<file path="config.mk">
export PLATFORM = sky130hd
export DESIGN_NAME = occupancy_light_timer_flat
export DESIGN_NICKNAME = d
export VERILOG_FILES = /design/src/olt_pkg.sv /design/src/olt_req_if.sv /design/src/olt_res_if.sv /design/src/olt_ctrl.sv /design/src/olt_datapath.sv /design/src/occupancy_light_timer.sv /design/src/flat_wrapper.sv
export VERILOG_INCLUDE_DIRS = /design/src /design/src/src
export SDC_FILE = /design/constraint.sdc
export NUM_CORES = 2
export LEC_CHECK = 0
export BUFFER_PORTS_ARGS = -buffer_cell sky130_fd_sc_hd__buf_2
export CORE_MARGIN = 2
export CORE_UTILIZATION = 66
export CTS_CLUSTER_DIAMETER = 50
export DETAILED_ROUTE_END_ITERATION = 10
export PLACE_DENSITY = 0.83
export SETUP_SLACK_MARGIN = 0.15
export SLEW_MARGIN = 20
export SYNTH_ARGS = -nofsm -noshare
export SYNTH_HDL_FRONTEND = slang
export SYNTH_HIERARCHICAL = 1
export SYNTH_SLANG_ARGS = --single-unit
</file>
<file path="constraint.sdc">
create_clock -name i_clk -period 15 [get_ports i_clk]
set_input_delay 3.75 -clock i_clk [delete_from_list [all_inputs] [get_ports i_clk]]
set_output_delay 3.75 -clock i_clk [all_outputs]
set_load 0.02 [all_outputs]
</file>
<file path="src/occupancy_light_timer_macros.svh">
// Assertion macros of the occupancy light timer datapath.
`ifndef OCCUPANCY_LIGHT_TIMER_MACROS_SVH
`define OCCUPANCY_LIGHT_TIMER_MACROS_SVH

// Same-cycle implication, clocked on i_clk, off while i_rst_n is low.
`define OLT_ASSERT_NOW(lbl, ante, cons, msg) \
    lbl: assert property (@(posedge i_clk) disable iff (!i_rst_n) (ante) |-> (cons)) \
        else $error(msg);

// Next-cycle implication, clocked on i_clk, off while i_rst_n is low.
`define OLT_ASSERT_NEXT(lbl, ante, cons, msg) \
    lbl: assert property (@(posedge i_clk) disable iff (!i_rst_n) (ante) |=> (cons)) \
        else $error(msg);

`endif

</file>
<file path="src/olt_pkg.sv">
// Types and constants of the occupancy light timer.
package olt_pkg;

    typedef enum logic [2:0] {
        REQ_TICK   = 3'd0,
        REQ_MOTION = 3'd1,
        REQ_AUTO   = 3'd2,
        REQ_ON     = 3'd3,
        REQ_OFF    = 3'd4
    } t_req;

    typedef enum logic [2:0] {
        CFG_HOLD       = 3'd0,
        CFG_ACT_GAIN   = 3'd1,
        CFG_ACT_CAP    = 3'd2,
        CFG_REC_GAIN   = 3'd3,
        CFG_REC_WINDOW = 3'd4,
        CFG_ENERGY     = 3'd5
    } t_cfg_idx;

    typedef enum logic [3:0] {
        OP_NONE,
        OP_EFF,
        OP_SEL,
        OP_SCALE,
        OP_MOTION,
        OP_MODQ,
        OP_MODR,
        OP_TICK,
        OP_BUTTON,
        OP_LOAD
    } t_op;

    typedef struct packed {
        t_op  op;
        logic take_in;
    } t_cmd;

    typedef struct packed {
        logic [2:0] req;
        logic       manual;
        logic       has_deadline;
        logic       out_free;
    } t_status;

    localparam int CFG_IDX_W  = 3;
    localparam int CFG_DATA_W = 32;

    localparam logic [31:0] REPORT_PERIOD_MS = 32'd10000;
    // floor(x / 10000) = (x * RECIP_10K) >> 45 for any 32-bit x
    localparam logic [31:0] RECIP_10K        = 32'hD1B7_1759;
    // floor(x / 3) = (x * RECIP_3) >> 33 for any 32-bit x
    localparam logic [31:0] RECIP_3          = 32'hAAAA_AAAB;
    localparam logic [8:0]  ACTIVITY_MAX     = 9'd511;
    localparam logic [63:0] ROUND_HALF       = 64'd128;

    localparam logic [31:0] RST_HOLD       = 32'd60000;
    localparam logic [15:0] RST_ACT_GAIN   = 16'd205;
    localparam logic [7:0]  RST_ACT_CAP    = 8'd2;
    localparam logic [15:0] RST_REC_GAIN   = 16'd563;
    localparam logic [15:0] RST_REC_WINDOW = 16'd2000;
    localparam logic [1:0]  RST_ENERGY     = 2'd0;

endpackage

</file>
<file path="src/olt_req_if.sv">
// Request channel: event type and current time.
interface olt_req_if;
    logic        valid;
    logic        ready;
    logic [2:0]  req_type;
    logic [31:0] now_ms;

    modport source (output valid, output req_type, output now_ms, input ready);
    modport sink   (input valid, input req_type, input now_ms, output ready);
endinterface

</file>
<file path="src/olt_res_if.sv">
// Result channel: lamp, mode, deadline and report pulse.
interface olt_res_if;
    logic        valid;
    logic        ready;
    logic        lamp_on;
    logic        manual_mode;
    logic [31:0] off_deadline_ms;
    logic        report_time_left;

    modport source (output valid, output lamp_on, output manual_mode,
                    output off_deadline_ms, output report_time_left, input ready);
    modport sink   (input valid, input lamp_on, input manual_mode,
                    input off_deadline_ms, input report_time_left, output ready);
endinterface

</file>
<file path="src/olt_ctrl.sv">
// Sequencer of the light timer: steps the datapath through each word.
module olt_ctrl (
    input  logic             i_clk,
    input  logic             i_rst_n,
    input  logic             i_in_valid,
    input  olt_pkg::t_status i_status,
    output logic             o_in_ready,
    output olt_pkg::t_cmd    o_cmd
);

    typedef enum logic [3:0] {
        S_IDLE,
        S_DECODE,
        S_EFF,
        S_SEL,
        S_SCALE,
        S_MOTION,
        S_MODQ,
        S_MODR,
        S_TICK,
        S_BUTTON,
        S_LOAD
    } t_state;

    t_state r_state;
    t_state n_state;

    always_comb begin
        n_state = r_state;
        case (r_state)
            S_IDLE: begin
                if (i_in_valid) n_state = S_DECODE;
            end
            S_DECODE: begin
                if (i_status.req == olt_pkg::REQ_MOTION && !i_status.manual) begin
                    n_state = S_EFF;
                end else if (i_status.req == olt_pkg::REQ_TICK && !i_status.manual
                             && i_status.has_deadline) begin
                    n_state = S_MODQ;
                end else begin
                    n_state = S_BUTTON;
                end
            end
            S_EFF:    n_state = S_SEL;
            S_SEL:    n_state = S_SCALE;
            S_SCALE:  n_state = S_MOTION;
            S_MOTION: n_state = S_LOAD;
            S_MODQ:   n_state = S_MODR;
            S_MODR:   n_state = S_TICK;
            S_TICK:   n_state = S_LOAD;
            S_BUTTON: n_state = S_LOAD;
            S_LOAD: begin
                // hold until the output register can take the word
                if (i_status.out_free) n_state = S_IDLE;
            end
            default:  n_state = S_IDLE;
        endcase
    end

    always_ff @(posedge i_clk) begin
        if (!i_rst_n) begin
            r_state <= S_IDLE;
        end else begin
            r_state <= n_state;
        end
    end

    always_comb begin
        o_in_ready    = (r_state == S_IDLE);
        o_cmd.take_in = (r_state == S_IDLE) && i_in_valid;
        case (r_state)
            S_EFF:    o_cmd.op = olt_pkg::OP_EFF;
            S_SEL:    o_cmd.op = olt_pkg::OP_SEL;
            S_SCALE:  o_cmd.op = olt_pkg::OP_SCALE;
            S_MOTION: o_cmd.op = olt_pkg::OP_MOTION;
            S_MODQ:   o_cmd.op = olt_pkg::OP_MODQ;
            S_MODR:   o_cmd.op = olt_pkg::OP_MODR;
            S_TICK:   o_cmd.op = olt_pkg::OP_TICK;
            S_BUTTON: o_cmd.op = olt_pkg::OP_BUTTON;
            S_LOAD:   o_cmd.op = olt_pkg::OP_LOAD;
            default:  o_cmd.op = olt_pkg::OP_NONE;
        endcase
    end

endmodule

</file>
<file path="src/olt_datapath.sv">
// Datapath of the light timer: settings, timer state, shared multiplier, output register.
`include "occupancy_light_timer_macros.svh"

module olt_datapath (
    input  logic                           i_clk,
    input  logic                           i_rst_n,
    input  logic                           i_cfg_we,
    input  logic [olt_pkg::CFG_IDX_W-1:0]  i_cfg_idx,
    input  logic [olt_pkg::CFG_DATA_W-1:0] i_cfg_data,
    input  olt_pkg::t_cmd                  i_cmd,
    input  logic [2:0]                     i_req_type,
    input  logic [31:0]                    i_now_ms,
    input  logic                           i_res_ready,
    output olt_pkg::t_status               o_status,
    output logic                           o_res_valid,
    output logic                           o_lamp_on,
    output logic                           o_manual_mode,
    output logic [31:0]                    o_off_deadline_ms,
    output logic                           o_report_time_left
);

    // settings
    logic [31:0] r_hold;
    logic [15:0] r_act_gain;
    logic [7:0]  r_act_cap;
    logic [15:0] r_rec_gain;
    logic [15:0] r_rec_window;
    logic [1:0]  r_energy;

    // timer state
    logic        r_manual;
    logic        r_relay;
    logic [31:0] r_deadline;
    logic [31:0] r_last_off;
    logic [8:0]  r_count;

    // word in flight
    logic [2:0]  r_req;
    logic [31:0] r_now;
    logic        r_report;
    logic [31:0] r_eff;
    logic        r_recall;
    logic        r_use_act;
    logic [63:0] r_prod;

    // output register
    logic        r_out_valid;
    logic        r_out_relay;
    logic        r_out_manual;
    logic [31:0] r_out_deadline;
    logic        r_out_report;

    logic [31:0] mul_a;
    logic [31:0] mul_b;
    logic [63:0] mul_p;
    logic [31:0] diff;
    logic [7:0]  cnt_clamp;
    logic        recall_hit;
    logic        act_hit;
    logic [63:0] rounded;
    logic [31:0] extension;
    logic [31:0] n_deadline;
    logic [31:0] eff_sel;
    logic        out_free;
    logic        op_motion;
    logic        load_now;
    logic        auto_tick;

    assign diff       = r_deadline - r_now;
    assign cnt_clamp  = (r_count > {1'b0, r_act_cap}) ? r_act_cap : r_count[7:0];
    assign recall_hit = (r_last_off != 32'd0)
                        && ((r_now - r_last_off) < {16'd0, r_rec_window});
    assign act_hit    = !recall_hit && (r_count != 9'd0);
    assign rounded    = r_prod + olt_pkg::ROUND_HALF;
    assign extension  = rounded[39:8];
    assign n_deadline = r_now + r_eff + extension;
    assign out_free   = !r_out_valid || i_res_ready;
    assign op_motion  = (i_cmd.op == olt_pkg::OP_MOTION);
    assign load_now   = (i_cmd.op == olt_pkg::OP_LOAD) && out_free;
    assign auto_tick  = (r_req == olt_pkg::REQ_TICK) && !r_manual;

    always_comb begin
        case (r_energy)
            2'd0:    eff_sel = r_hold;
            2'd1:    eff_sel = {1'b0, r_hold[31:1]};
            2'd2:    eff_sel = {1'b0, r_prod[63:33]};
            default: eff_sel = {2'b0, r_hold[31:2]};
        endcase
    end

    // one shared 32x32 multiplier, product registered every cycle
    always_comb begin
        case (i_cmd.op)
            olt_pkg::OP_EFF: begin
                mul_a = r_hold;
                mul_b = olt_pkg::RECIP_3;
            end
            olt_pkg::OP_SEL: begin
                mul_a = {24'd0, cnt_clamp};
                mul_b = {16'd0, r_act_gain};
            end
            olt_pkg::OP_SCALE: begin
                mul_a = r_eff;
                if (r_recall) begin
                    mul_b = {16'd0, r_rec_gain};
                end else if (r_use_act) begin
                    mul_b = {8'd0, r_prod[23:0]};
                end else begin
                    mul_b = 32'd0;
                end
            end
            olt_pkg::OP_MODQ: begin
                mul_a = diff;
                mul_b = olt_pkg::RECIP_10K;
            end
            olt_pkg::OP_MODR: begin
                mul_a = {13'd0, r_prod[63:45]};
                mul_b = olt_pkg::REPORT_PERIOD_MS;
            end
            default: begin
                mul_a = 32'd0;
                mul_b = 32'd0;
            end
        endcase
    end

    assign mul_p = {32'd0, mul_a} * {32'd0, mul_b};

    always_ff @(posedge i_clk) begin
        r_prod <= mul_p;
    end

    always_ff @(posedge i_clk) begin
        if (!i_rst_n) begin
            r_hold       <= olt_pkg::RST_HOLD;
            r_act_gain   <= olt_pkg::RST_ACT_GAIN;
            r_act_cap    <= olt_pkg::RST_ACT_CAP;
            r_rec_gain   <= olt_pkg::RST_REC_GAIN;
            r_rec_window <= olt_pkg::RST_REC_WINDOW;
            r_energy     <= olt_pkg::RST_ENERGY;
        end else if (i_cfg_we) begin
            case (i_cfg_idx)
                olt_pkg::CFG_HOLD:       r_hold       <= i_cfg_data;
                olt_pkg::CFG_ACT_GAIN:   r_act_gain   <= i_cfg_data[15:0];
                olt_pkg::CFG_ACT_CAP:    r_act_cap    <= i_cfg_data[7:0];
                olt_pkg::CFG_REC_GAIN:   r_rec_gain   <= i_cfg_data[15:0];
                olt_pkg::CFG_REC_WINDOW: r_rec_window <= i_cfg_data[15:0];
                olt_pkg::CFG_ENERGY:     r_energy     <= i_cfg_data[1:0];
                default: ;
            endcase
        end
    end

    always_ff @(posedge i_clk) begin
        if (i_cmd.op == olt_pkg::OP_SEL) begin
            r_eff     <= eff_sel;
            r_recall  <= recall_hit;
            r_use_act <= act_hit;
        end
        if (i_cmd.take_in) begin
            r_now <= i_now_ms;
        end
    end

    always_ff @(posedge i_clk) begin
        if (!i_rst_n) begin
            r_manual   <= 1'b0;
            r_relay    <= 1'b0;
            r_deadline <= 32'd0;
            r_last_off <= 32'd0;
            r_count    <= 9'd0;
            r_req      <= olt_pkg::REQ_TICK;
            r_report   <= 1'b0;
        end else begin
            if (i_cmd.take_in) begin
                r_req    <= i_req_type;
                r_report <= 1'b0;
            end
            case (i_cmd.op)
                olt_pkg::OP_SEL: begin
                    // clamp the count only on the activity path
                    if (act_hit) r_count <= {1'b0, cnt_clamp};
                end
                olt_pkg::OP_MOTION: begin
                    if (n_deadline > r_deadline) r_deadline <= n_deadline;
                    if (r_count < olt_pkg::ACTIVITY_MAX) r_count <= r_count + 9'd1;
                    r_relay <= 1'b1;
                end
                olt_pkg::OP_TICK: begin
                    r_report <= (r_prod[31:0] == diff);
                    if (r_now > r_deadline) begin
                        r_relay    <= 1'b0;
                        r_count    <= 9'd0;
                        r_deadline <= 32'd0;
                        r_last_off <= r_now;
                    end
                end
                olt_pkg::OP_BUTTON: begin
                    case (r_req)
                        olt_pkg::REQ_AUTO: begin
                            r_manual   <= 1'b0;
                            r_relay    <= 1'b0;
                            r_count    <= 9'd0;
                            r_deadline <= 32'd0;
                            r_last_off <= r_now;
                        end
                        olt_pkg::REQ_ON: begin
                            r_manual <= 1'b1;
                            r_relay  <= 1'b1;
                        end
                        olt_pkg::REQ_OFF: begin
                            r_manual <= 1'b1;
                            r_relay  <= 1'b0;
                        end
                        default: ;
                    endcase
                end
                default: ;
            endcase
        end
    end

    always_ff @(posedge i_clk) begin
        if (!i_rst_n) begin
            r_out_valid <= 1'b0;
        end else begin
            if (i_cmd.op == olt_pkg::OP_LOAD && out_free) begin
                r_out_valid <= 1'b1;
            end else if (i_res_ready) begin
                r_out_valid <= 1'b0;
            end
        end
        if (i_cmd.op == olt_pkg::OP_LOAD && out_free) begin
            r_out_relay    <= r_relay;
            r_out_manual   <= r_manual;
            r_out_deadline <= r_deadline;
            r_out_report   <= r_report;
        end
    end

    assign o_status.req          = r_req;
    assign o_status.manual       = r_manual;
    assign o_status.has_deadline = (r_deadline != 32'd0);
    assign o_status.out_free     = out_free;

    assign o_res_valid        = r_out_valid;
    assign o_lamp_on          = r_out_relay;
    assign o_manual_mode      = r_out_manual;
    assign o_off_deadline_ms  = r_out_deadline;
    assign o_report_time_left = r_out_report;

    `OLT_ASSERT_NEXT(a_motion_relay_on, op_motion, r_relay, "motion left relay off")
    `OLT_ASSERT_NEXT(a_no_pull_in, op_motion, r_deadline >= $past(r_deadline), "deadline lowered")
    `OLT_ASSERT_NOW(a_report_on_tick, r_report, auto_tick, "report outside auto tick")
    `OLT_ASSERT_NEXT(a_load_relay, load_now, r_out_valid && r_out_relay == $past(r_relay), "relay lost")

endmodule

</file>
<file path="src/occupancy_light_timer.sv">
// Top level of the occupancy light timer: sequencer and datapath.
//
// Takes one request word at a time and returns one result word per request.
// A button press or an inert tick steps through decode, button and load; in
// auto mode a tick with a deadline set and a motion event also pass through
// the single shared 32x32 multiplier (divide by three, gain times count,
// timeout scaling, and two passes for the 10-second report check). A finished
// result sits in the output register, so a new request is accepted while it
// waits to be taken. Settings must be written through the write port only
// while no request is in flight; the block itself does not enforce this.
module occupancy_light_timer (
    input  logic                           i_clk,
    input  logic                           i_rst_n,
    input  logic                           i_cfg_we,
    input  logic [olt_pkg::CFG_IDX_W-1:0]  i_cfg_idx,
    input  logic [olt_pkg::CFG_DATA_W-1:0] i_cfg_data,
    olt_req_if.sink                        i_req,
    olt_res_if.source                      o_res
);

    olt_pkg::t_cmd    cmd;
    olt_pkg::t_status status;
    logic             in_ready;

    olt_ctrl u_ctrl (
        .i_clk      (i_clk),
        .i_rst_n    (i_rst_n),
        .i_in_valid (i_req.valid),
        .i_status   (status),
        .o_in_ready (in_ready),
        .o_cmd      (cmd)
    );

    olt_datapath u_datapath (
        .i_clk              (i_clk),
        .i_rst_n            (i_rst_n),
        .i_cfg_we           (i_cfg_we),
        .i_cfg_idx          (i_cfg_idx),
        .i_cfg_data         (i_cfg_data),
        .i_cmd              (cmd),
        .i_req_type         (i_req.req_type),
        .i_now_ms           (i_req.now_ms),
        .i_res_ready        (o_res.ready),
        .o_status           (status),
        .o_res_valid        (o_res.valid),
        .o_lamp_on          (o_res.lamp_on),
        .o_manual_mode      (o_res.manual_mode),
        .o_off_deadline_ms  (o_res.off_deadline_ms),
        .o_report_time_left (o_res.report_time_left)
    );

    assign i_req.ready = in_ready;

endmodule

</file>
<file path="src/flat_wrapper.sv">
// flat-port wrapper written by rule: the top's interface ports become plain ports
module occupancy_light_timer_flat 
  (i_clk, i_rst_n, i_cfg_we, i_cfg_idx, i_cfg_data, i_req_valid, i_req_req_type, i_req_now_ms, i_req_ready, o_res_valid, o_res_lamp_on, o_res_manual_mode, o_res_off_deadline_ms, o_res_report_time_left, o_res_ready);
  olt_req_if i_req_i ();
  olt_res_if o_res_i ();
  input  logic i_clk;
  input  logic i_rst_n;
  input  logic i_cfg_we;
  input  logic [olt_pkg::CFG_IDX_W-1:0] i_cfg_idx;
  input  logic [olt_pkg::CFG_DATA_W-1:0] i_cfg_data;
  input wire logic [$bits(i_req_i.valid)-1:0] i_req_valid;
  input wire logic [$bits(i_req_i.req_type)-1:0] i_req_req_type;
  input wire logic [$bits(i_req_i.now_ms)-1:0] i_req_now_ms;
  output wire logic [$bits(i_req_i.ready)-1:0] i_req_ready;
  output wire logic [$bits(o_res_i.valid)-1:0] o_res_valid;
  output wire logic [$bits(o_res_i.lamp_on)-1:0] o_res_lamp_on;
  output wire logic [$bits(o_res_i.manual_mode)-1:0] o_res_manual_mode;
  output wire logic [$bits(o_res_i.off_deadline_ms)-1:0] o_res_off_deadline_ms;
  output wire logic [$bits(o_res_i.report_time_left)-1:0] o_res_report_time_left;
  input wire logic [$bits(o_res_i.ready)-1:0] o_res_ready;
  assign i_req_i.valid = i_req_valid;
  assign i_req_i.req_type = i_req_req_type;
  assign i_req_i.now_ms = i_req_now_ms;
  assign i_req_ready = i_req_i.ready;
  assign o_res_valid = o_res_i.valid;
  assign o_res_lamp_on = o_res_i.lamp_on;
  assign o_res_manual_mode = o_res_i.manual_mode;
  assign o_res_off_deadline_ms = o_res_i.off_deadline_ms;
  assign o_res_report_time_left = o_res_i.report_time_left;
  assign o_res_i.ready = o_res_ready;
  occupancy_light_timer u_core (.i_clk(i_clk), .i_rst_n(i_rst_n), .i_cfg_we(i_cfg_we), .i_cfg_idx(i_cfg_idx), .i_cfg_data(i_cfg_data), .i_req(i_req_i), .o_res(o_res_i));
endmodule
</file>
==> out/qor.csv <==
stage,metric,value,unit
clock_network,post_cts_buffers,0,
synthesis,synth_top_area_cell,fa_1,
setup_path,critPathLaunchType,flop,
synthesis,synthArstFlopShare,0,
flow_run,maxCapViolations,0,
synthesis,syn-instance-count,6055,
place,preCtsSetupSlack,2.60,ns
sta,fin_ws,2.33,ns
sta,worstMarginPinSlew,1.25,ns
clock_network,clock_latency,0.61,ns
clock_network,cts_tree,built,
place,hpwl,149,mm
setup_path,cpPeakStageDelay,0.56,ns
synthesis,avgSynthCellArea,8.73,µm²
grt,grtUsageTotal,0.462,
power_and_ir_drop,vdd_drop_max,119,µV
place,portBuffers,111,
synthesis,synth.ff_latch_count,343,
clock_network,ctsHoldBuffers,0,
sta,min_period,12.67,ns
setup_path,criticalPathCategory,reg -> reg,
synthesis,synth_enable_flop_cells,101,
grt,grt_pass1_wl,281,mm
power_and_ir_drop,leakage,0.0271,µW
setup_path,r2r_cells,41,
floorplan,die_area,82400,µm²
floorplan,die_h,287,µm
detailed_routing,vias_per_cell,6.28,
synthesis,ys_seq_area_frac,0.149,
detailed_routing,wl_per_cell,26.0,µm
floorplan,rows,103,
setup_path,critPathRequiredTime,15.48,ns
synthesis,synth_ff_type,dfxtp_1,
setup_path,cp_max_fo,19,
clock_network,clockBufferDepth,3,
place,placed_area,54500,µm²
synthesis,netlist.area_leader.share,0.337,
floorplan,start_util,0.668,
sta,min_period_over_period,0.845,
detailed_routing,dr_total_vias,44700,
min_path,min_path_type,reg -> reg,
layout,multi_input_area,39600,µm²
setup_path,crit_top_cell,fa_1,
layout,nFillCells,6153,
sta,finalClockSkew,0.0402,ns
setup_path,crit_end,u_core/u_datapath/r_prod[61]$_DFF_P_,
setup_path,crit_family,adder cells,
synthesis,synth.area.top_cells,"fa_1 34%, ha_1 11%, dfxtp_1 9.2%",
floorplan,die_w,287,µm
layout,final_common_cell,inv_1,
setup_path,crit_cells,41,
sta,finalHoldViolCount,0,
sta,slew_viol_final,0,
sta,fin_tns_setup,0,ns
power_and_ir_drop,powerDensity,159,nW/µm²
setup_path,worstPathArrival,13.15,ns
detailed_routing,ant_nets,0,
clock_network,clockRootBuffer,clkbuf_16,
setup_path,end_kind,flop,
layout,final_cell_mix,"1,196 x inv_1, 890 x fa_1, 712 x nor2_1",
clock_network,cts_resized,0,
grt,grt_pass1_vias,45800,
clock_network,clkTransAtPathRegs,0.07,ns
status,status,"finished, final reports clean",
grt,antenna_found_initial,9,
setup_path,crit_start,u_core/u_datapath/r_now[1]$_DFFE_PP_,
detailed_routing,drt-pass1-iter-count,6,
sta,max_slew_margin,0.166,
sta,rsz0062_at_grt,no,
layout,finalNetCount,7447,
floorplan,coreArea,79100,µm²
detailed_routing,routed_wl,185,mm
setup_path,r2r_setup_slack,2.33,ns
grt,grt_max_degree,83,
synthesis,yosys_warnings,6,
floorplan,pin_count,112,
sta,max_freq,78.9,MHz
layout,seq_area,7880,µm²
layout,drive_above_1_share,0.0614,
setup_path,timing.rr.start,u_core/u_datapath/r_now[1]$_DFFE_PP_,
detailed_routing,first_iter_violations,4785,
synthesis,synth.distinct_cells,93,
detailed_routing,drc,0,
synthesis,synth_area,52900,µm²
setup_path,crit_slowest_cell,nor2_1,
clock_network,cts_buffers,45,
setup_path,critPathBufInv,7,
setup_path,timing.rr.end,u_core/u_datapath/r_prod[61]$_DFF_P_,
clock_network,cts_num_sinks,343,
layout,stdcell_area,56000,µm²
layout,syn_to_final_growth,5.96,%
place,finalWeightedCongestion,1.08,
clock_network,cts_htree_levels,2,
sta,setup_viol,0,
grt,overflow,0,
==> final cells by class <==
cell class / count / share of cell area
multi-input cells: 4240 / 0.707
flip-flops and latches: 343 / 0.141
inverters: 1200 / 0.0804
well taps: 1050 / 0.0235
repair buffers: 203 / 0.0222
clock buffers: 49 / 0.0204
clock inverters: 35 / 0.00536
diodes: 5 / 0.000223
==> tightest hold or removal path, delay by kind of cell (launching register included) <==
kind	cells	cell delay [ns]
AO/OA/AOI/OAI	1	0.05
flip-flops	1	0.31
AND/OR/NAND/NOR	1	0.05
==> state kept, by name (all words and copies together), names as in the netlist, 4 cells and up <==
signal and cells:
u_core/u_datapath/r_prod 64, u_core/u_ctrl/r_state 4, u_core/u_datapath/r_rec_window 16, u_core/u_datapath/r_count 9
u_core/u_datapath/r_act_cap 8, u_core/u_datapath/r_rec_gain 16, u_core/u_ctrl/o_cmd 4, u_core/u_datapath/r_hold 32
u_core/u_datapath/r_act_gain 16, u_core/u_datapath/r_last_off 32, u_core/u_datapath/r_deadline 32, u_core/u_datapath/o_off_deadline_ms 32
u_core/u_datapath/r_eff 32, u_core/u_datapath/r_now 32
==> worst min path at each step <==
stage | from | end | slack (ns) | cells past startpoint
after floorplan | u_core/u_datapath/r_relay$_SDFFE_PN0P_ | u_core/u_datapath/o_lamp_on$_DFFE_PP_ | 0.41 | 0
after global placement | u_core/u_datapath/r_relay$_SDFFE_PN0P_ | u_core/u_datapath/o_lamp_on$_DFFE_PP_ | 0.44 | 0
after detailed placement | u_core/u_datapath/r_act_gain[10]$_SDFFE_PN0P_ | u_core/u_datapath/r_act_gain[10]$_SDFFE_PN0P_ | 0.45 | 2
after CTS | u_core/u_datapath/r_act_gain[10]$_SDFFE_PN0P_ | u_core/u_datapath/r_act_gain[10]$_SDFFE_PN0P_ | 0.45 | 2
after global routing | u_core/u_datapath/r_act_gain[10]$_SDFFE_PN0P_ | u_core/u_datapath/r_act_gain[10]$_SDFFE_PN0P_ | 0.47 | 2
final | u_core/u_datapath/r_act_gain[10]$_SDFFE_PN0P_ | u_core/u_datapath/r_act_gain[10]$_SDFFE_PN0P_ | 0.46 | 2
==> Yosys cell counts (8+ instances only) <==
cell type,n
ha_1,449
nand3b_1,10
and3_1,35
o21ai_1,22
dfxtp_1,242
a31oi_1,21
o21bai_1,29
a2111oi_0,9
buf_1,9
o21a_1,31
mux4_2,30
a211oi_1,23
nand2_1,678
o31ai_1,8
a21oi_1,293
a21o_1,100
edfxtp_1,101
o211a_1,13
a221oi_1,27
inv_1,1197
xor2_1,71
o21ai_0,79
nor2_1,714
mux2i_1,18
nand3_1,100
xnor2_1,130
fa_1,890
a211o_1,16
nand2b_1,34
nand4_1,39
nor4_1,25
nor2b_1,29
a32o_1,9
a221o_1,25
nor3_1,49
or3_1,14
and2_1,41
o211ai_1,28
or2_2,24
clkbuf_1,253
o2111ai_1,9
==> metrics by stage <==
step | power, µW | util | hold WS (ns) | instances
after floorplan | 5480 | - | 0.408 | 6057
after global placement | 7440 | 0.689 | 0.441 | 7033
after detailed placement | 7560 | 0.689 | 0.447 | 7033
after CTS | 8660 | 0.708 | 0.455 | 7117
after global routing | 9460 | 0.708 | 0.470 | 7120
final | 8910 | 0.708 | 0.460 | 7125
==> layer usage <==
metal  global-route usage  vias up  part of all wire
li1                     -    19000                 -
met1                0.608    21900              0.37
met2                0.673     3067              0.42
met3                0.163      724              0.14
met4                0.247        8             0.070
met5                    0        -           0.00029
==> power breakdown <==
part	total (µW)	leakage [µW]	internal (µW)	switching [µW]
sequential	1450	0.00291	1150	302
combinational	6400	0.0235	2260	4140
clock	1060	0.000708	586	476
==> cells by family (layout without fill, tap and decap cells) <==
logic type                 count (synthesis)  count (layout)  synth area share
adders and majority gates               1339            1339             0.443
xor gates and xnor gates                 204             204            0.0345
DFF                                      343             343             0.149
muxes                                     50              50            0.0167
other                                      2               9          0.000142
and+or+nand+nor                         1832            1832             0.149
buffers and inverters                   1474            1487             0.105
AOI/OAI and AO/OA                        811             811             0.102
Note: power is estimated with default switching activity, not from simulation.
